$ cat src/rtl/core/hca_div.sv
// ----------------------------------------------------------------------------
// hca_div
// Pipelined restoring divider, one quotient bit per stage, with side tag.
// ----------------------------------------------------------------------------
module hca_div #(
  parameter int NW = 32,
  parameter int DW = 11,
  parameter int TW = 1
) (
  input  logic          clk,
  input  logic          rst_n,
  input  logic          in_valid,
  input  logic [NW-1:0] num,
  input  logic [DW-1:0] den,
  input  logic [TW-1:0] in_tag,
  output logic          out_valid,
  output logic [NW-1:0] quo,
  output logic [TW-1:0] out_tag
);

  logic [DW-1:0] rem_r [NW];
  logic [NW-1:0] nq_r  [NW];
  logic [DW-1:0] den_r [NW];
  logic [TW-1:0] tag_r [NW];
  logic          vld_r [NW];

  for (genvar i = 0; i < NW; i++) begin : g_st
    logic [DW-1:0] rem_in, den_in;
    logic [NW-1:0] nq_in;
    logic [TW-1:0] tag_in;
    logic          vld_in;
    logic [DW:0]   trial, diff;
    logic          ge;

    if (i == 0) begin : g_first
      assign rem_in = '0;
      assign nq_in  = num;
      assign den_in = den;
      assign tag_in = in_tag;
      assign vld_in = in_valid;
    end else begin : g_next
      assign rem_in = rem_r[i-1];
      assign nq_in  = nq_r[i-1];
      assign den_in = den_r[i-1];
      assign tag_in = tag_r[i-1];
      assign vld_in = vld_r[i-1];
    end

    always_comb begin
      trial = {rem_in, nq_in[NW-1]};
      diff  = trial - {1'b0, den_in};
      ge    = (trial >= {1'b0, den_in});
    end

    always_ff @(posedge clk) begin
      rem_r[i] <= ge ? diff[DW-1:0] : trial[DW-1:0];
      nq_r[i]  <= {nq_in[NW-2:0], ge};
      den_r[i] <= den_in;
      tag_r[i] <= tag_in;
      if (!rst_n) begin
        vld_r[i] <= 1'b0;
      end else begin
        vld_r[i] <= vld_in;
      end
    end
  end

  assign out_valid = vld_r[NW-1];
  assign quo       = nq_r[NW-1];
  assign out_tag   = tag_r[NW-1];

endmodule

$ cat config.mk
export PLATFORM = sky130hd
export DESIGN_NAME = hca_div
export DESIGN_NICKNAME = d
export VERILOG_FILES = /design/src/rtl/core/hca_div.sv
export SDC_FILE = /design/constraint.sdc
export NUM_CORES = 2
export LEC_CHECK = 0
export ABC_CLOCK_PERIOD_IN_PS = 2510
export BUFFER_PORTS_ARGS = -buffer_cell sky130_fd_sc_hd__buf_4
export CAP_MARGIN = 20
export CORE_ASPECT_RATIO = 0.7
export CORE_MARGIN = 2
export CORE_UTILIZATION = 30
export CTS_BUF_LIST = sky130_fd_sc_hd__clkbuf_8
export CTS_CLUSTER_SIZE = 8
export DETAILED_ROUTE_END_ITERATION = 16
export GPL_ROUTABILITY_DRIVEN = 0
export PLACE_DENSITY_LB_ADDON = 0.25
export REMOVE_ABC_BUFFERS = 1
export SLEW_MARGIN = 40
export SYNTH_ARGS = -nofsm -noshare
export SYNTH_HDL_FRONTEND = slang
export SYNTH_SLANG_ARGS = --single-unit
$ cat constraint.sdc
create_clock -name clk -period 2.51 [get_ports clk]
set_input_delay 0.3765 -clock clk [delete_from_list [all_inputs] [get_ports clk]]
set_output_delay 0.3765 -clock clk [all_outputs]
set_load 0.05 [all_outputs]
==> run metrics <==
outcome finished, final reports clean; peak fanout along the critical path 6; number of global-route vias before repair 31465; syn avg cell area 12.1 sq um; htree depth 5; drt wl/cell 12.6 um; sequential area share after synthesis 63.7%; Placed Area 59600 sq um; Startpoint Class register; Yosys cell types 71; P_int 60.1 mW; largest net degree at the start of global routing 33; site row count 132; Tot GR Track Use 10.1%; hold_sp den[8]; critical path's largest stage delay 0.36 ns; Synth Area in Compound Gates 8.90%; fin nets 5583; area grow syn2layout 20.1%; minimum clock period 2.44 ns; Worst Path Arrival 3.26 ns; Port Buffers 80; Post-Synth Simple-Gate Area 6.27%; # fillers 18127; required time worst endpoint 3.33 ns; CP Class register to register; mux cell area share after synthesis 5.81%; power per cell area 1300 nW/um^2; vias 32261; first-pass GRT wire length 159 mm; post-route antenna net violation count 0; Final Instance Area 66800 sq um; Total Wirelength 98.3 mm; floorplan core area 185000 sq um; share of layout cells above drive strength 1 15.9%; io pins 81; Worst-Skew Late Latency 0.98 ns; sequential group share of total power 42.0%; Post-Syn Area 55700 sq um; Setup TNS 0 ns; CP Launch Point nq_r[5][63]; number of synthesized flops with an enable pin 0; Sw Ratio 30.6%; Remaining Overflow, GRT 0; maximum vdd drop 503 uV; Final period util 97.2%; Final Hold Viols 0; Post-synth ARST share 0%; Die Span Y 364 um; Crit Reg-Reg Startpoint nq_r[5][63]; Synth Flop Type dfxtp_1; setup slack after placement -0.176 ns; clock slew at reported path FFs 0.06 ns; die outline width 519 um; Synth Area in XOR/XNOR 3.15%; synthesized instance count 4598; CTS sink cnt 1770; Via density 4.14; LEAKAGE 29.9 nW; clock root cell clkbuf_8; Synth Register Bits 1770; number of buffers created by CTS 300; Worst Setup Slack, final 0.0701 ns; slew margin rel. 58.1%; worst min-delay path category input pin to register; Ys Warns 0; Slew Viols, Final 0; P_sw 26.5 mW; maxcap violations 0; cell chain of the critical path inv_2 -> ha_2 -> fa_2 -> nor2b_2 -> o21ai_2 -> nand2b_4 -> a41o_1 -> a21oi_2 -> o31ai_4 -> buf_4 -> mux2i_4; Final Skew 0.0620 ns; Iteration-0 DRC Markers 1485; Initial Util 30.1%; initial antenna violation count 2; DRC viols 0; main combinational cell family by area after synthesis compound AO/OA/AOI/OAI gates; CTS tree built; # setup viols final 0; combinational power share 31.1%; Pre-antenna DRT Iters 7; Achievable Freq 0.410 GHz; Worst Tran Pin Value 0.622 ns; Adder-Cell Fraction of Synth Area 8.79%; CTS Buffer Depth 4; Worst setup EP type register; Crit-path slowest cell fa_2; full die area 189000 sq um; Clock power frac 26.9%; Final HPWL DP 65.7 mm; unrepaired setup endpoints after global routing yes
[cell families (layout without fill, tap and decap cells)]
logic type	Yosys count	in the layout
and+or+nand+nor	713	713
adders and majority gates	373	373
muxes	283	283
other	0	4
buffers and inverters	475	1190
AOI/OAI and AO/OA	784	784
xor gates and xnor gates	200	200
DFF	1770	1770
[flip-flops by register name, summed over array words and instances, names as in the netlist]
signal,flops
nq_r,1024
den_r,341
rem_r,341
tag_r,32
vld_r,32
[through the flow]
step / instances / hold slack, ns / util, % / total power [mW]
global placement: 7178 / 0.310 / 32.3 / 61.6
finish: 7796 / 0.130 / 36.2 / 86.7
CTS: 7724 / 0.00175 / 35.7 / 86.5
detailed placement: 7178 / 0.312 / 32.3 / 61.9
floorplan: 4559 / 0.310 / - / 55.5
global route: 7795 / 0.0315 / 36.2 / 92.9
[path summary, 6_finish.rpt]
path                        to  slack (ns)  depth (start not counted)
setup / recovery  rem_r[5][22]        0.07                         11
hold / removal     den_r[0][8]        0.13                          2
setup reg to reg  rem_r[5][22]        0.07                         11
hold reg to reg   nq_r[1][103]        0.27                          0
[cells in the mapped netlist, types with 29 or more instances]
cell type | instances | area, sq um
a21oi_1 | 274 | 1370
inv_1 | 435 | 1630
dfxtp_1 | 1770 | 35400
and2_1 | 39 | 244
xor2_1 | 53 | 464
o21ai_0 | 185 | 926
mux2i_1 | 56 | 561
nand2_1 | 232 | 871
ha_1 | 343 | 4290
mux2_4 | 32 | 480
mux2_2 | 72 | 811
a21o_1 | 55 | 413
nor2b_1 | 53 | 332
nor2_1 | 183 | 687
xnor2_1 | 147 | 1290
nand3_1 | 29 | 145
mux2_1 | 123 | 1390
nand3b_1 | 39 | 293
o211ai_1 | 44 | 330
fa_1 | 30 | 601
[cells in the final DEF (no fill, tap or decap), types with 22 or more instances in the layout]
master | Yosys | routed
a21o_1 | 55 | 55
a21oi_1 | 274 | 261
a31oi_1 | 25 | 25
a41o_1 | 25 | 25
and2_1 | 39 | 39
and3_1 | 23 | 23
buf_4 | 18 | 188
buf_6 | 7 | 24
clkbuf_8 | 0 | 346
dfxtp_1 | 1770 | 1763
dlygate4sd3_1 | 0 | 88
fa_2 | 0 | 22
ha_1 | 343 | 329
inv_1 | 435 | 517
mux2_1 | 123 | 107
mux2_2 | 72 | 70
mux2_4 | 32 | 50
mux2i_1 | 56 | 55
nand2_1 | 232 | 231
nand2b_1 | 24 | 24
nand3_1 | 29 | 29
nand3b_1 | 39 | 39
nor2_1 | 183 | 183
nor2b_1 | 53 | 39
o211ai_1 | 44 | 44
o21a_1 | 22 | 22
o21ai_0 | 185 | 184
xnor2_1 | 147 | 147
xor2_1 | 53 | 53
[layout make-up]
type                            count  area, sq um  share of cell area (%)
Sequential cell                  1770        35400                    53.0
Multi-Input combinational cell   2353        18700                    28.0
Clock buffer                      346         4760                    7.12
Tap cell                         2479         3100                    4.64
Timing Repair Buffer              302         2600                    3.89
Inverter                          436         1640                    2.45
Clock inverter                    106          551                   0.824
Antenna cell                        4         10.0                  0.0150
[routing by layer]
| metal | share of wire [%] | GRT usage [%] |
|---|---|---|
| met1 | 53 | 14.6 |
| met2 | 38 | 13.8 |
| met3 | 5.7 | 2.98 |
| met4 | 3.2 | 4.60 |
| met5 | 0 | 0 |
[power by group through the flow]
| stage | clock network [mW] | logic, mW | registers (mW) |
|---|---|---|---|
| final | 23.3 | 27.0 | 36.4 |
| after global routing | 25.9 | 30.0 | 37.0 |
| after CTS | 24.7 | 25.4 | 36.5 |
| after detailed placement | 0 | 24.9 | 37.0 |
| after global placement | 0 | 24.5 | 37.1 |
| after floorplan | 0 | 19.0 | 36.5 |
[critical path: cells and delay by family (launching register included)]
family	cells	cell delay, ns
compound gates	4	0.62
buf+inv	2	0.28
flops	1	0.32
simple gates	2	0.21
mux	1	0.33
fa+ha+maj	2	0.55
[repair_timing]
| item | CTS | global route |
|---|---|---|
| cloned | 1 | 19 |
| resized for setup | 16 | 160 |
| endpoints found under the setup margin | 33 | 212 |
| hold buffers | 88 | 0 |
| setup buffers | 5 | 49 |
| pin swaps | 3 | 42 |
| hold endpoints to repair | 87 | 0 |
Power figures use the tool's default switching activity.
