--- src/rtl/core/hca_pkg.sv ---
// ----------------------------------------------------------------------------
// hca_pkg
// Shared constants and types for the HSV color adjust pipeline.
// ----------------------------------------------------------------------------
package hca_pkg;

  localparam int CHANNEL_BITS = 8;
  localparam int HUE_BITS     = 16;
  localparam int FIELD_BITS   = 8;
  localparam int CFG_DATA_BITS = 16;
  localparam int CFG_INDEX_BITS = 2;
  localparam int OFFSET_BITS  = 10;

  typedef enum logic [CFG_INDEX_BITS-1:0] {
    CFG_HUE_OFFSET,
    CFG_SAT_OFFSET,
    CFG_VAL_OFFSET
  } cfg_index_t;

endpackage

--- src/rtl/core/hca_back.sv ---
// ----------------------------------------------------------------------------
// hca_back
// Offset and clamp, sector split, channel products and scale back to RGB.
// ----------------------------------------------------------------------------
module hca_back #(
  parameter int CB = hca_pkg::CHANNEL_BITS,
  parameter int HB = hca_pkg::HUE_BITS,
  parameter int SW = CB + 8
) (
  input  logic                               clk,
  input  logic                               rst_n,
  input  logic                               in_valid,
  input  logic [HB-1:0]                      hue,
  input  logic [SW-1:0]                      sat,
  input  logic [CB-1:0]                      max_ch,
  input  logic                               gray,
  input  logic [hca_pkg::CFG_DATA_BITS-1:0]  hue_offset,
  input  logic signed [hca_pkg::OFFSET_BITS-1:0] sat_offset,
  input  logic signed [hca_pkg::OFFSET_BITS-1:0] val_offset,
  output logic                               out_valid,
  output logic [hca_pkg::FIELD_BITS-1:0]     out_red,
  output logic [hca_pkg::FIELD_BITS-1:0]     out_green,
  output logic [hca_pkg::FIELD_BITS-1:0]     out_blue
);

  localparam int M_I = (1 << CB) - 1;
  localparam logic [SW-1:0] U_W = SW'(256 * M_I);
  localparam int PW = SW + HB + 2;
  localparam int XW = 2 * CB;
  localparam logic [2*SW-1:0] RND_W = (2*SW)'(32768 * M_I);
  localparam logic [XW:0] M1_W = (XW+1)'(M_I);
  localparam logic [XW:0] M2_W = (XW+1)'(2 * M_I);
  localparam logic [PW-1:0] HALF_W = PW'(1) << (HB - 1);
  localparam logic [2:0] SEC_R = 3'd0;
  localparam logic [2:0] SEC_Y = 3'd1;
  localparam logic [2:0] SEC_G = 3'd2;
  localparam logic [2:0] SEC_C = 3'd3;
  localparam logic [2:0] SEC_B = 3'd4;

  // lane order: value, p, q, t
  localparam int LV = 0;
  localparam int LP = 1;
  localparam int LQ = 2;
  localparam int LT = 3;

  logic [6:0] vld_r;

  // stage 1: offsets and clamp
  logic [HB+15:0]    hoff_w;
  logic [HB-1:0]     h0, hv_nxt;
  logic [SW-1:0]     s0, v0, s1_nxt, v1_nxt;
  logic signed [SW+2:0] sat_e, val_e, satm, valm, ssum, vsum, u_s;
  logic [HB-1:0]     hv1_r;
  logic [SW-1:0]     s1_r, v1_r;

  always_comb begin
    hoff_w = {hue_offset, {HB{1'b0}}};
    h0     = gray ? '0 : hue;
    s0     = gray ? '0 : sat;
    v0     = {max_ch, 8'b0};
    hv_nxt = h0 + hoff_w[HB+15:16];
    sat_e  = (SW+3)'(sat_offset);
    val_e  = (SW+3)'(val_offset);
    satm   = (sat_e <<< CB) - sat_e;
    valm   = (val_e <<< CB) - val_e;
    u_s    = $signed({3'b0, U_W});
    ssum   = $signed({3'b0, s0}) + satm;
    vsum   = $signed({3'b0, v0}) + valm;
    if (ssum < 0) s1_nxt = '0;
    else if (ssum > u_s) s1_nxt = U_W;
    else s1_nxt = ssum[SW-1:0];
    if (vsum < 0) v1_nxt = '0;
    else if (vsum > u_s) v1_nxt = U_W;
    else v1_nxt = vsum[SW-1:0];
  end

  always_ff @(posedge clk) begin
    hv1_r <= hv_nxt;
    s1_r  <= s1_nxt;
    v1_r  <= v1_nxt;
  end

  // stage 2: sector and fraction
  logic [HB+2:0] hv6;
  logic [2:0]    sec2_r;
  logic [HB-1:0] f2_r;
  logic [HB:0]   fc2_r;
  logic [SW-1:0] s2_r, v2_r;

  assign hv6 = ({3'b0, hv1_r} << 2) + ({3'b0, hv1_r} << 1);

  always_ff @(posedge clk) begin
    sec2_r <= hv6[HB+2:HB];
    f2_r   <= hv6[HB-1:0];
    fc2_r  <= {1'b1, {HB{1'b0}}} - {1'b0, hv6[HB-1:0]};
    s2_r   <= s1_r;
    v2_r   <= v1_r;
  end

  // stage 3: saturation times fraction
  logic [PW-1:0] pq3_r, pt3_r;
  logic [2:0]    sec3_r;
  logic [SW-1:0] s3_r, v3_r;

  always_ff @(posedge clk) begin
    pq3_r  <= PW'(s2_r) * PW'(f2_r);
    pt3_r  <= PW'(s2_r) * PW'(fc2_r);
    sec3_r <= sec2_r;
    s3_r   <= s2_r;
    v3_r   <= v2_r;
  end

  // stage 4: round and complement
  logic [PW-1:0] rq, rt;
  logic [SW+1:0] aq, at;
  logic [SW-1:0] k4_r [4];
  logic [2:0]    sec4_r;
  logic [SW-1:0] v4_r;

  always_comb begin
    rq = pq3_r + HALF_W;
    rt = pt3_r + HALF_W;
    aq = rq[PW-1:HB];
    at = rt[PW-1:HB];
  end

  always_ff @(posedge clk) begin
    k4_r[LV] <= U_W;
    k4_r[LP] <= U_W - s3_r;
    k4_r[LQ] <= (aq > {2'b0, U_W}) ? '0 : U_W - aq[SW-1:0];
    k4_r[LT] <= (at > {2'b0, U_W}) ? '0 : U_W - at[SW-1:0];
    sec4_r   <= sec3_r;
    v4_r     <= v3_r;
  end

  // stages 5..7: value times k, scale by 1/(65536*M) with rounding
  logic [2*SW-1:0] prod5_r [4];
  logic [XW-1:0]   x6_r [4];
  logic [CB:0]     q06_r [4];
  logic [CB-1:0]   ch [4];
  logic [2:0]      sec5_r, sec6_r;

  for (genvar l = 0; l < 4; l++) begin : g_lane
    logic [2*SW-1:0] psum;
    logic [XW-1:0]   x;
    logic [XW:0]     est, qm, rm;
    logic [CB:0]     q;

    always_comb begin
      psum = prod5_r[l] + RND_W;
      x    = psum[2*SW-1:16];
      est  = {1'b0, x} + (XW+1)'(x >> CB);
      qm   = {q06_r[l], {CB{1'b0}}} - (XW+1)'(q06_r[l]);
      rm   = {1'b0, x6_r[l]} - qm;
      if (rm >= M2_W) q = q06_r[l] + (CB+1)'(2);
      else if (rm >= M1_W) q = q06_r[l] + (CB+1)'(1);
      else q = q06_r[l];
      ch[l] = q[CB-1:0];
    end

    always_ff @(posedge clk) begin
      prod5_r[l] <= (2*SW)'(v4_r) * (2*SW)'(k4_r[l]);
      x6_r[l]    <= x;
      q06_r[l]   <= est[XW:CB];
    end
  end

  logic [CB-1:0] r_sel, g_sel, b_sel;
  logic [CB+7:0] r_w, g_w, b_w;
  logic [hca_pkg::FIELD_BITS-1:0] red_r, green_r, blue_r;

  always_comb begin
    case (sec6_r)
      SEC_R: begin
        r_sel = ch[LV]; g_sel = ch[LT]; b_sel = ch[LP];
      end
      SEC_Y: begin
        r_sel = ch[LQ]; g_sel = ch[LV]; b_sel = ch[LP];
      end
      SEC_G: begin
        r_sel = ch[LP]; g_sel = ch[LV]; b_sel = ch[LT];
      end
      SEC_C: begin
        r_sel = ch[LP]; g_sel = ch[LQ]; b_sel = ch[LV];
      end
      SEC_B: begin
        r_sel = ch[LT]; g_sel = ch[LP]; b_sel = ch[LV];
      end
      default: begin
        r_sel = ch[LV]; g_sel = ch[LP]; b_sel = ch[LQ];
      end
    endcase
    r_w = {8'b0, r_sel};
    g_w = {8'b0, g_sel};
    b_w = {8'b0, b_sel};
  end

  always_ff @(posedge clk) begin
    sec5_r  <= sec4_r;
    sec6_r  <= sec5_r;
    red_r   <= r_w[7:0];
    green_r <= g_w[7:0];
    blue_r  <= b_w[7:0];
    if (!rst_n) begin
      vld_r <= '0;
    end else begin
      vld_r <= {vld_r[5:0], in_valid};
    end
  end

  assign out_valid = vld_r[6];
  assign out_red   = red_r;
  assign out_green = green_r;
  assign out_blue  = blue_r;

endmodule

--- config.mk ---
export PLATFORM = sky130hd
export DESIGN_NAME = hca_back
export DESIGN_NICKNAME = d
export VERILOG_FILES = /design/src/rtl/core/hca_pkg.sv /design/src/rtl/core/hca_back.sv
export SDC_FILE = /design/constraint.sdc
export NUM_CORES = 2
export LEC_CHECK = 0
export BUFFER_PORTS_ARGS = -buffer_cell sky130_fd_sc_hd__buf_2
export CORE_MARGIN = 1.5
export CORE_UTILIZATION = 40
export DETAILED_ROUTE_END_ITERATION = 16
export GPL_TIMING_DRIVEN = 0
export PLACE_DENSITY = 0.62
export SYNTH_ARGS = -nofsm -noshare
export SYNTH_HDL_FRONTEND = slang
export SYNTH_SLANG_ARGS = --single-unit
--- constraint.sdc ---
create_clock -name clk -period 7 [get_ports clk]
set_input_delay 1.4 -clock clk [delete_from_list [all_inputs] [get_ports clk]]
set_output_delay 1.4 -clock clk [all_outputs]
set_load 0.02 [all_outputs]
==> run metrics <==
Hold-fix buffers, CTS 0; commonest non-fill, non-tap cell in the layout inv_1; H-tree Lvls 2; placed inst area roughly 70,000 sq um; 1st-iter DRT viols slightly below 3,000; critical path class register to register; port bufs 104; final core occ ~45%; Layout area overhead 10.9%; nets 9,540; CTS Buf Count 54; initial antenna violation count 8; fin crit period approximately 7.0 ns; register area share after synthesis around 14%; core area 164,000 sq um; Yosys cell types about 110; Critical Path Start Type register; Slew HR approximately two fifths; antenna-violating nets left 0; first-pass GRT wire length between 200,000 and 300,000 microns; predominant post-synthesis flop cell dfxtp_1; max frequency around 140 MHz; Synth Warn # 0; # setup viols final 0; mean post-synth cell area about 9.0 sq um; Post-synth EDFFs 0; total negative slack 0 ns; total routed wirelength approximately 180,000 microns; row cnt 149; maximum number of pins on one net before global-route repair 17; CTS root buf clkbuf_16; starting density of the core between 40% and 50%; final worst-path cycle share between 90% and 100%; Vias/cell about 5.1; Residual DRC 0; Data required, critical path between 7 and 8 ns; Area contributors post-synth fa_1 (32%), ha_1 (16%), dfxtp_1 (14%), inv_1 (8.6%), and2_1 (5.8%); post-synth top area cell fa_1; HPWL after DPL around 150,000 microns; commonest non-fill, non-tap cells in the layout inv_1 (1,504), fa_1 (1,036), nand2_1 (832); I/O pin count roughly 110; CTS tree yes; clk buf depth 3; skew final roughly 0.047 ns; syn_nets between 9,000 and 10,000; drt first pass iters 5; Vias 49,700; final hold vios 0; Die Wd around 400 microns; run status finished clean; Yosys reg bits approximately 460; Crit Path Max Fanout 10; Syn Inst Count between 7,000 and 8,000; post-synthesis async set-or-reset flop share 0%; top cell type's share of synthesized area around a third; Final Instance Area 73,300 sq um; Avg WL per Cell ~18 microns; full die area 168,000 sq um; layout cells sized above 1 between 8 and 9%; global placement routability congestion approximately 0.96; cell area after synthesis around 66,000 sq um; Worst-Margin Slew about 0.91 ns; Clk Latency, worst-skew pair around 0.66 ns; Total Routing Usage GR between 20% and 30%; clock slew at reported path FFs approximately 0.06 ns; Hold Crit Class register to register; max-capacitance violation count 0; Worst Path Arrival approximately 7.5 ns; RSZ-0062 raised after global routing yes; vias in the first global route roughly 52,000; Chip Height around 410 microns; Critical Path End Type register; GR Overflow Total 0; clk sinks roughly 460; Slew Limit Fails 0
per-layer routing:
layer  GRT usage (%)  up-vias  routed length (microns)
met5               0        -                       17
met4            11.5        2                    11400
met3            2.38      479                    10200
met2            36.4     1580                    83600
met1            27.5    24300                    74600
li1                -    23300                        -
worst max-delay path, stage by stage (launching register included):
cell	delay (ns)
dfxtp_4	0.47
clkbuf_16	0.23
nand2_1	0.09
fa_1	0.56
fa_1	0.44
fa_1	0.50
inv_1	0.06
fa_1	0.50
fa_1	0.51
inv_2	0.04
fa_2	0.55
inv_2	0.05
ha_4	0.21
a211o_1	0.26
a21o_1	0.20
a221oi_4	0.23
a211oi_4	0.11
o41ai_4	0.31
o21ai_2	0.13
o41a_1	0.34
and4_1	0.18
o221a_4	0.22
o41a_1	0.36
a21oi_2	0.18
xnor2_1	0.12
worst paths after layout:
| check | startpoint | endpoint | slack [ns] | cells past startpoint |
|---|---|---|---|---|
| max | v4_r[13] | prod5_r[3][31] | 0.05 | 24 |
| min | s1_r[10] | s2_r[10] | 0.31 | 0 |
| max reg2reg | v4_r[13] | prod5_r[3][31] | 0.05 | 24 |
| min reg2reg | s1_r[10] | s2_r[10] | 0.31 | 0 |
stage by stage:
step / worst slack (ns) / hold WS (ns) / cells
after floorplan: 0.0182 / 0.310 / 7357
after global placement: -1.41 / 0.310 / 9650
after global routing: -0.192 / 0.320 / 9819
after detailed placement: -1.54 / 0.312 / 9650
final: 0.0493 / 0.313 / 9822
after CTS: -0.129 / 0.313 / 9795
logic make-up after synthesis:
kind of cell,count (synthesis),share of synthesized area [%]
AO/OA/AOI/OAI,700,7.20
buffers and inverters,1756,10.0
AND/OR/NAND/NOR,2190,16.5
XOR/XNOR,347,4.62
flip-flops,455,13.8
multiplexers,34,0.539
adder cells (fa/ha/maj),1875,47.4
state kept, by name, indices dropped and copies added, names as in the netlist, 7 cells and up:
register and cells:
f2_r 15, fc2_r 15, hv1_r 16, k4_r 48, out_blue 8, out_green 8
out_red 8, pq3_r 17, prod5_r 68, pt3_r 18, q06_r 36, s1_r 16
s2_r 16, s3_r 16, v1_r 16, v2_r 16, v3_r 16, v4_r 16
vld_r 7, x6_r 64
cells in the mapped netlist, drive strengths merged (14+ instances only):
cell type	number
inv	1512
mux2i	21
o21bai	27
fa	1047
a21o	61
and2	611
a211oi	26
o21a	50
clkbuf	231
nand3	88
a31oi	28
nand2b	36
or3	21
nor4	23
xor2	131
nor2	274
nand2	839
nor2b	60
and4	14
xnor2	216
and3	41
nand4	26
a21oi	169
o21ai	144
o31ai	21
ha	827
dfxtp	455
nor3	95
layout make-up:
| class | count | area, sq um |
|---|---|---|
| Antenna cell | 3 | 7.51 |
| Buffer | 241 | 1980 |
| Clock buffer | 60 | 1420 |
| Clock inverter | 40 | 529 |
| Fill cell | 16000 | 91100 |
| Inverter | 1512 | 5680 |
| Multi-Input combinational cell | 5146 | 50600 |
| Sequential cell | 455 | 9270 |
| Tap cell | 2189 | 2740 |
| Timing Repair Buffer | 176 | 1070 |
what timing repair did:
item	CTS	global route
setup endpoints to repair	77	23
gates resized for setup	380	192
buffers inserted	45	27
pin swaps	27	44
Power is not shown: default switching activity piles up to over one toggle a cycle in this logic, so the estimate is an artifact.
