`src/rtl/core/hca_pkg.sv`:
```
// ----------------------------------------------------------------------------
// hca_pkg
// Shared constants and types for the HSV color adjust pipeline.
// ----------------------------------------------------------------------------
package hca_pkg;

  localparam int CHANNEL_BITS = 8;
  localparam int HUE_BITS     = 16;
  localparam int FIELD_BITS   = 8;
  localparam int CFG_DATA_BITS = 16;
  localparam int CFG_INDEX_BITS = 2;
  localparam int OFFSET_BITS  = 10;

  typedef enum logic [CFG_INDEX_BITS-1:0] {
    CFG_HUE_OFFSET,
    CFG_SAT_OFFSET,
    CFG_VAL_OFFSET
  } cfg_index_t;

endpackage

```
`src/rtl/core/hca_front.sv`:
```
// ----------------------------------------------------------------------------
// hca_front
// Input register, max/min/chroma and sextant numerator, divider operands.
// ----------------------------------------------------------------------------
module hca_front #(
  parameter int CB = hca_pkg::CHANNEL_BITS,
  parameter int HB = hca_pkg::HUE_BITS,
  parameter int NW = 32,
  parameter int DW = CB + 3
) (
  input  logic                            clk,
  input  logic                            rst_n,
  input  logic                            in_valid,
  input  logic [hca_pkg::FIELD_BITS-1:0]  in_red,
  input  logic [hca_pkg::FIELD_BITS-1:0]  in_green,
  input  logic [hca_pkg::FIELD_BITS-1:0]  in_blue,
  output logic                            out_valid,
  output logic [NW-1:0]                   hue_num,
  output logic [DW-1:0]                   hue_den,
  output logic [NW-1:0]                   sat_num,
  output logic [DW-1:0]                   sat_den,
  output logic [CB-1:0]                   max_ch,
  output logic                            gray
);

  logic [CB+7:0] red_w, green_w, blue_w;
  logic          v1_r, v2_r, v3_r;
  logic [CB-1:0] r1_r, g1_r, b1_r;
  logic [CB-1:0] mx_nxt, mn_nxt, c_nxt;
  logic [CB+2:0] n_nxt;
  logic signed [CB+3:0] n_s, c_s, r_s, g_s, b_s;
  logic [CB-1:0] mx2_r, c2_r;
  logic [CB+2:0] n2_r;
  logic [2*CB-1:0] cm;
  logic [NW-1:0] hue_num_r, sat_num_r;
  logic [DW-1:0] hue_den_r, sat_den_r;
  logic [CB-1:0] mx3_r;
  logic          gray_r;

  assign red_w   = {{CB{1'b0}}, in_red};
  assign green_w = {{CB{1'b0}}, in_green};
  assign blue_w  = {{CB{1'b0}}, in_blue};

  always_ff @(posedge clk) begin
    r1_r <= red_w[CB-1:0];
    g1_r <= green_w[CB-1:0];
    b1_r <= blue_w[CB-1:0];
    if (!rst_n) begin
      v1_r <= 1'b0;
    end else begin
      v1_r <= in_valid;
    end
  end

  always_comb begin
    mx_nxt = r1_r;
    mn_nxt = r1_r;
    if (g1_r > mx_nxt) mx_nxt = g1_r;
    if (b1_r > mx_nxt) mx_nxt = b1_r;
    if (g1_r < mn_nxt) mn_nxt = g1_r;
    if (b1_r < mn_nxt) mn_nxt = b1_r;
    c_nxt = mx_nxt - mn_nxt;
    c_s = $signed({4'b0, c_nxt});
    r_s = $signed({4'b0, r1_r});
    g_s = $signed({4'b0, g1_r});
    b_s = $signed({4'b0, b1_r});
    if (r1_r == mx_nxt) begin
      n_s = g_s - b_s;
      if (n_s < 0) n_s = n_s + (c_s <<< 2) + (c_s <<< 1);
    end else if (g1_r == mx_nxt) begin
      n_s = (c_s <<< 1) + b_s - r_s;
    end else begin
      n_s = (c_s <<< 2) + r_s - g_s;
    end
    n_nxt = n_s[CB+2:0];
  end

  always_ff @(posedge clk) begin
    mx2_r <= mx_nxt;
    c2_r  <= c_nxt;
    n2_r  <= n_nxt;
    if (!rst_n) begin
      v2_r <= 1'b0;
    end else begin
      v2_r <= v1_r;
    end
  end

  assign cm = ({c2_r, {CB{1'b0}}}) - (2*CB)'(c2_r);

  always_ff @(posedge clk) begin
    hue_num_r <= NW'(n2_r) << HB;
    hue_den_r <= (DW'(c2_r) << 2) + (DW'(c2_r) << 1);
    sat_num_r <= NW'({cm, 8'b0});
    sat_den_r <= DW'(mx2_r);
    mx3_r     <= mx2_r;
    gray_r    <= (c2_r == '0);
    if (!rst_n) begin
      v3_r <= 1'b0;
    end else begin
      v3_r <= v2_r;
    end
  end

  assign out_valid = v3_r;
  assign hue_num   = hue_num_r;
  assign hue_den   = hue_den_r;
  assign sat_num   = sat_num_r;
  assign sat_den   = sat_den_r;
  assign max_ch    = mx3_r;
  assign gray      = gray_r;

endmodule

```
`config.mk`:
```
export PLATFORM = sky130hd
export DESIGN_NAME = hca_front
export DESIGN_NICKNAME = d
export VERILOG_FILES = /design/src/rtl/core/hca_pkg.sv /design/src/rtl/core/hca_front.sv
export SDC_FILE = /design/constraint.sdc
export NUM_CORES = 1
export LEC_CHECK = 0
export BUFFER_PORTS_ARGS = -buffer_cell sky130_fd_sc_hd__buf_2
export CAP_MARGIN = 5
export CORE_UTILIZATION = 60
export DETAILED_ROUTE_END_ITERATION = 10
export HOLD_SLACK_MARGIN = 0.06
export PLACE_DENSITY = 0.94
export SKIP_CTS_REPAIR_TIMING = 1
export SLEW_MARGIN = 15
export SYNTH_ARGS = -nofsm -noshare
export SYNTH_HDL_FRONTEND = slang
export SYNTH_SLANG_ARGS = --single-unit
export TNS_END_PERCENT = 30
```
`constraint.sdc`:
```
create_clock -name clk -period 17.7 [get_ports clk]
set_input_delay 4.425 -clock clk [delete_from_list [all_inputs] [get_ports clk]]
set_output_delay 4.425 -clock clk [all_outputs]
set_load 0.05 [all_outputs]
```
==> results of run 1 <==
[layout by cell type, fill, tap and decap left out, drive strengths merged, types with 4 or more instances in the layout]
cell type and n:
nand4 4, nor3 14, and3 4, conb 41
nor4 4, o21bai 15, o21a 6, a211oi 14
xor2 16, inv 96, ha 86, buf 83
a21oi 58, dfxtp 98, a21o 17, a22oi 4
mux2i 10, clkbuf 9, xnor2 52, and2 6
fa 24, nand2 35, nand2b 5, or2 6
o21ai 33, nand3 14, o211ai 9, nor2b 10
mux2 8, nor2 46
[critical path: cells and delay by family, from the launching register on]
kind | cells | cell delay (ns)
simple gates | 12 | 2.58
flops | 1 | 0.51
buf+inv | 2 | 0.22
fa+ha+maj | 5 | 1.94
xor+xnor | 1 | 0.14
compound gates | 12 | 2.89
[logic make-up (layout without fill, tap and decap cells)]
family	after synthesis	after routing	synth area share
and+or+nand+nor	157	157	0.115
DFF	98	98	0.268
other	1	41	0.000513
xor gates and xnor gates	69	69	0.0845
AOI/OAI and AO/OA	185	185	0.178
muxes	18	18	0.0282
adders and majority gates	111	111	0.214
buffers and inverters	156	192	0.111
[through the flow]
| step | hold slack, ns | instance area, sq um |
|---|---|---|
| floorplan | 0.310 | 7460 |
| global placement | 0.310 | 7600 |
| detailed placement | 0.312 | 7600 |
| CTS | 0.325 | 7920 |
| global route | 0.335 | 7920 |
| finish | 0.320 | 7920 |
[cell usage after synthesis (4+ instances only)]
cell and number:
dfxtp_1 98, inv_1 93, ha_1 86, a21oi_1 54
buf_4 52, xnor2_1 52, nor2_1 42, nand2_1 35
o21ai_0 26, fa_1 24, a21o_1 16, xor2_1 16
o21bai_1 15, nand3_1 13, a211oi_1 11, nor2b_1 10
nor3_1 10, mux2i_1 9, o211ai_1 8, mux2_2 7
and2_1 6, o21a_1 6, buf_2 5, nand2b_1 5
or2_2 5, nand4_1 4, nor4_1 4
[flip-flops by register name, summed over array words and instances (netlist names)]
register,count
hue_den,9
mx2_r,8
v2_r,1
gray,1
c2_r,8
sat_num,15
g1_r,8
out_valid,1
v1_r,1
b1_r,8
hue_num,11
max_ch,8
n2_r,11
r1_r,8
[metal layers]
layer	part of all wire	vias up	track usage
met2	0.48	264	0.464
met3	0.073	59	0.0551
met4	0.047	2	0.165
met1	0.40	2645	0.288
met5	0.00080	-	0
li1	-	2768	-
[layout make-up]
class	count	area share
sequential	98	0.248
multi-input combinational	581	0.592
clock buffer	9	0.0284
tap	143	0.0226
clock inverter	7	0.0123
timing repair buffer	83	0.0531
inverter	93	0.0441
[final timing paths]
check | from | endpoint | slack [ns] | cells past startpoint
setup / recovery | r1_r[6] | n2_r[10] | 9.35 | 32
hold / removal | mx2_r[4] | max_ch[4] | 0.32 | 0
setup reg to reg | r1_r[6] | n2_r[10] | 9.35 | 32
hold reg to reg | mx2_r[4] | max_ch[4] | 0.32 | 0
==> impl_results.md, run 1 <==
* Core Region at 11700 sq um
* Mapped Cells at 795
* Seq cells post-synth at 98
* Final Core Density at 0.679
* Worst skew pair latency at 0.36 ns
* Maximum Capacitance Violations at 0
* Worst path max stage delay at 0.58 ns
* Num rows at 39
* Dpl cells at 998
* Die ar. at 12600 sq um
* Setup tns final at 0 ns
* Routed WL at 16300 um
* Fillers at 915
* GP Congestion at 0.989
* Ant. Diodes at 0
* Async S/R FF share, synth at 0
* DRT iter0 DRCs at 459
* WL/cell at 16.1 um
* Share of post-route cells with drive strength above 1 at 0.164
* Pin count of the biggest net entering global routing at 26
* Non-Filler Instances at 1014
* Longest Clk Path Bufs at 2
* Vias per Instance at 5.66
* Final worst slack at 9.35 ns
* Post-synthesis sequential area ratio at 0.268
* Final #Nets at 1003
* CP arrival at 8.64 ns
* Die width at 112 um
* Final Setup Violations at 0
* Vias in the first global route at 5591
* Period minus WS final at 8.35 ns
* PortBufs at 81
* F_max at 0.120 GHz
* Critical path's slowest cell: fa_1
* CTS Buf Count at 9
* Via count at 5738
* # IOs at 123
* Num Clock Sinks at 98
* Die Y at 112 um
* Reg clk slew, reported paths at 0.08 ns
* Critical Path RT at 17.99 ns
* Detailed placer's ending HPWL at 12700 um
* RSZ-0062 raised after global routing: no
* CP Launch Type: register
* Ys flop type: dfxtp_1
* Clock Root Buffer: clkbuf_16
* Overflow after GRT at 0
* First-pass DRT Iterations at 8
* Unique masters post-synth at 78
* Post-Place Worst Slack at 9.52 ns
* Worst slew pin tran at 0.901 ns
* Setup CP Type: reg -> reg
* Crit path top cell by count: ha_1
* Mapped Area at 7310 sq um
* Remaining antenna violation count at 0
* Clock tree from TritonCTS: done
* Yosys top cell by area: dfxtp_1
* Max-slew violations at 0
* Area grow syn2layout at 8.37%
* Synth area leaders: dfxtp_1, ha_1, fa_1
* Number of synthesized flops with an enable pin at 0
* Multi-input logic area at 4690 sq um
* Max_slew headroom at 0.397
* Initial antenna violation count at 1
* Global-route wire length before repair at 25600 um
* Status: finished, final reports clean
* Syn Area/Cell at 9.20 sq um
* Hold Violations, Final at 0
* Initial core utilization at 0.627
* Fin crit share at 0.472
* HP Class: reg -> reg
* Reg area at 1960 sq um
* Deepest level of the CTS H-tree at 3
* Worst setup EP type: register
* Clock Skew at 0.0152 ns
* Remaining DRCs at 0
* Post-synth top area share at 0.268
* Ys Warns at 0
* Max FO, Critical Path at 14
* Gr usage total at 0.263
Power of run 1 is not shown: default switching activity piles up to over one toggle a cycle in this logic, so the estimate is an artifact.
==> run 2: changes to the inputs <==
--- a/config.mk
+++ b/config.mk
@@ -5,12 +5,13 @@
 export SDC_FILE = /design/constraint.sdc
 export NUM_CORES = 1
 export LEC_CHECK = 0
+export ABC_AREA = 1
 export BUFFER_PORTS_ARGS = -buffer_cell sky130_fd_sc_hd__buf_2
 export CAP_MARGIN = 5
-export CORE_UTILIZATION = 60
+export CORE_UTILIZATION = 52
 export DETAILED_ROUTE_END_ITERATION = 10
 export HOLD_SLACK_MARGIN = 0.06
-export PLACE_DENSITY = 0.94
+export PLACE_DENSITY = 0.88
 export SKIP_CTS_REPAIR_TIMING = 1
 export SLEW_MARGIN = 15
 export SYNTH_ARGS = -nofsm -noshare
==> constraint.sdc (replaced) <==
create_clock -name clk -period 7.6 [get_ports clk]
set_input_delay 1.9 -clock clk [delete_from_list [all_inputs] [get_ports clk]]
set_output_delay 1.9 -clock clk [all_outputs]
set_load 0.05 [all_outputs]
==> run 2 against run 1 <==
Net effect: hold slack got worse by 0.0038 ns; worst setup slack got worse by 8.7 ns; largest cell class unchanged; final cell count up 8.7%; routed wire length is 12% lower; global-route usage fell by 3.9 points; critical path type unchanged.
==> impl_results.md, run 2 <==
* Worst skew pair latency at 0.36 ns
* CP Launch Type: register
* Routed WL at 14400 um
* Detailed placer's ending HPWL at 11800 um
* PortBufs at 81
* Num rows at 41
* Setup tns final at 0 ns
* Vias per Instance at 4.98
* Overflow after GRT at 0
* Unique masters post-synth at 44
* Final Setup Violations at 0
* Final worst slack at 0.650 ns
* DRT iter0 DRCs at 269
* Post-synthesis sequential area ratio at 0.286
* Worst slew pin tran at 0.569 ns
* Mapped Area at 6860 sq um
* Max-slew violations at 0
* Flip-flop count of the largest register after layout at 15
* Die ar. at 13700 sq um
* Period minus WS final at 6.95 ns
* Seq cells post-synth at 98
* Status: finished, final reports clean
* Hold Violations, Final at 0
* Setup CP Type: reg -> reg
* Yosys top cell by area: dfxtp_1
* Reg clk slew, reported paths at 0.07 ns
* Clock tree from TritonCTS: done
* Max_slew headroom at 0.619
* Pin count of the biggest net entering global routing at 21
* Count leader, synth: nand2_1
* Core Region at 12700 sq um
* Compound-Gate Fraction of Synth Area at 0.104
* Mux cell area share after synthesis at 0.00146
* Number of synthesized flops with an enable pin at 0
* Synth Area in XOR/XNOR at 0.0713
* Async S/R FF share, synth at 0
* CTS Buf Count at 9
* Syn Area/Cell at 8.07 sq um
* Area share of and/or/nand/nor cells after synthesis at 0.172
* Fin crit share at 0.914
* Commonest non-fill, non-tap cell in the layout: nand2_1
* Clock Root Buffer: clkbuf_16
* Gr usage total at 0.223
* Mapped Cells at 850
* Clock Skew at 0.0115 ns
* Synth area leaders: dfxtp_1, ha_1, nand2_1
* Ys flop type: dfxtp_1
* Initial core utilization at 0.539
* Worst setup EP type: register
* Non-Filler Instances at 1102
* GP Congestion at 0.935
* Longest Clk Path Bufs at 2
* Num Clock Sinks at 98
* Area grow syn2layout at 9.99%
* F_max at 0.144 GHz
* Max FO, Critical Path at 20
* Post-synth top area share at 0.286
* Die width at 117 um
* HP Class: reg -> reg
* Post-Place Worst Slack at 0.319 ns
* Remaining DRCs at 0
* Via count at 5490
* WL/cell at 13.0 um
* Largest family of logic cells by synthesized area: adder cells
* Synth Area in Adders at 0.227
* Vias in the first global route at 5040
* First-pass DRT Iterations at 7
* Deepest level of the CTS H-tree at 3
* Global-route wire length before repair at 23200 um
* Dpl cells at 1086
* Die Y at 117 um
* RSZ-0062 raised after global routing: no
* Critical Path RT at 7.84 ns
* CP arrival at 7.19 ns
* Top cells by count, synth: nand2_1, inv_1, dfxtp_1
* Worst path max stage delay at 0.49 ns
* Remaining antenna violation count at 0
* Ant. Diodes at 0
* Initial antenna violation count at 0
* Share of post-route cells with drive strength above 1 at 0.153
* Final #Nets at 1062
* Ys Warns at 0
* Critical path's slowest cell: dfxtp_1
* Maximum Capacitance Violations at 0
* Crit path top cell by count: nor2_1
* # IOs at 123
* Commonest non-fill, non-tap cells in the layout: nand2_1, inv_1, dfxtp_1
==> run 2: cell count changes in the layout (fill, tap and decap cells not counted), sizes merged, moves of 11 or more <==
| cell | previous run | this run |
|---|---|---|
| inv | 96 | 138 |
| nand2 | 35 | 155 |
| xnor2 | 52 | 6 |
| o21ai | 33 | 44 |
| nand3 | 14 | 47 |
| a21o | 17 | 3 |
| a21oi | 58 | 45 |
| xor2 | 16 | 49 |
==> run 2: logic make-up (layout without fill, tap and decap cells) <==
kind of cell,count (synthesis),count (layout)
adders and majority gates,110,110
buffers and inverters,197,237
other,1,41
and+or+nand+nor,269,269
muxes,1,1
DFF,98,98
AOI/OAI and AO/OA,119,119
xor gates and xnor gates,55,55
==> run 2: layer usage <==
metal  track usage  vias to the layer above  share of wire
met5             0                        -              0
met1         0.273                     2496           0.43
li1              -                     2752              -
met3        0.0494                       32          0.066
met4        0.0962                        0          0.024
met2         0.378                      210           0.48
==> run 2: path summary, 6_finish.rpt <==
path / from / to / slack (ns) / cells after the start
worst max-delay path: r1_r[7] / n2_r[9] / 0.65 / 42
worst min-delay path: mx2_r[2] / max_ch[2] / 0.32 / 0
worst max register to register: r1_r[7] / n2_r[9] / 0.65 / 42
worst min register to register: mx2_r[2] / max_ch[2] / 0.32 / 0
==> run 2: per-stage QoR <==
stage | util | cell area [sq um] | hold slack (ns)
after global routing | 0.593 | 7550 | 0.324
final | 0.593 | 7550 | 0.316
after global placement | 0.567 | 7220 | 0.310
after CTS | 0.591 | 7520 | 0.322
after detailed placement | 0.567 | 7220 | 0.314
after floorplan | - | 7010 | 0.310
==> run 2: worst max-delay path, delay by kind of cell (launching register included) <==
family | cells | cell delay [ns]
adders and majority gates | 5 | 1.65
DFF | 1 | 0.49
buffers and inverters | 7 | 0.57
and+or+nand+nor | 20 | 2.34
xor gates and xnor gates | 1 | 0.23
AOI/OAI and AO/OA | 9 | 1.53
==> run 2: cell type report <==
cell class / instances / area [sq um]
fillers: 1141 / 5170
multi-input cells: 595 / 4130
clock inverters: 7 / 76.3
well taps: 172 / 215
inverters: 138 / 518
repair buffers: 83 / 420
clock buffers: 9 / 225
flip-flops and latches: 98 / 1960
Power of run 2 is left out for the same reason.
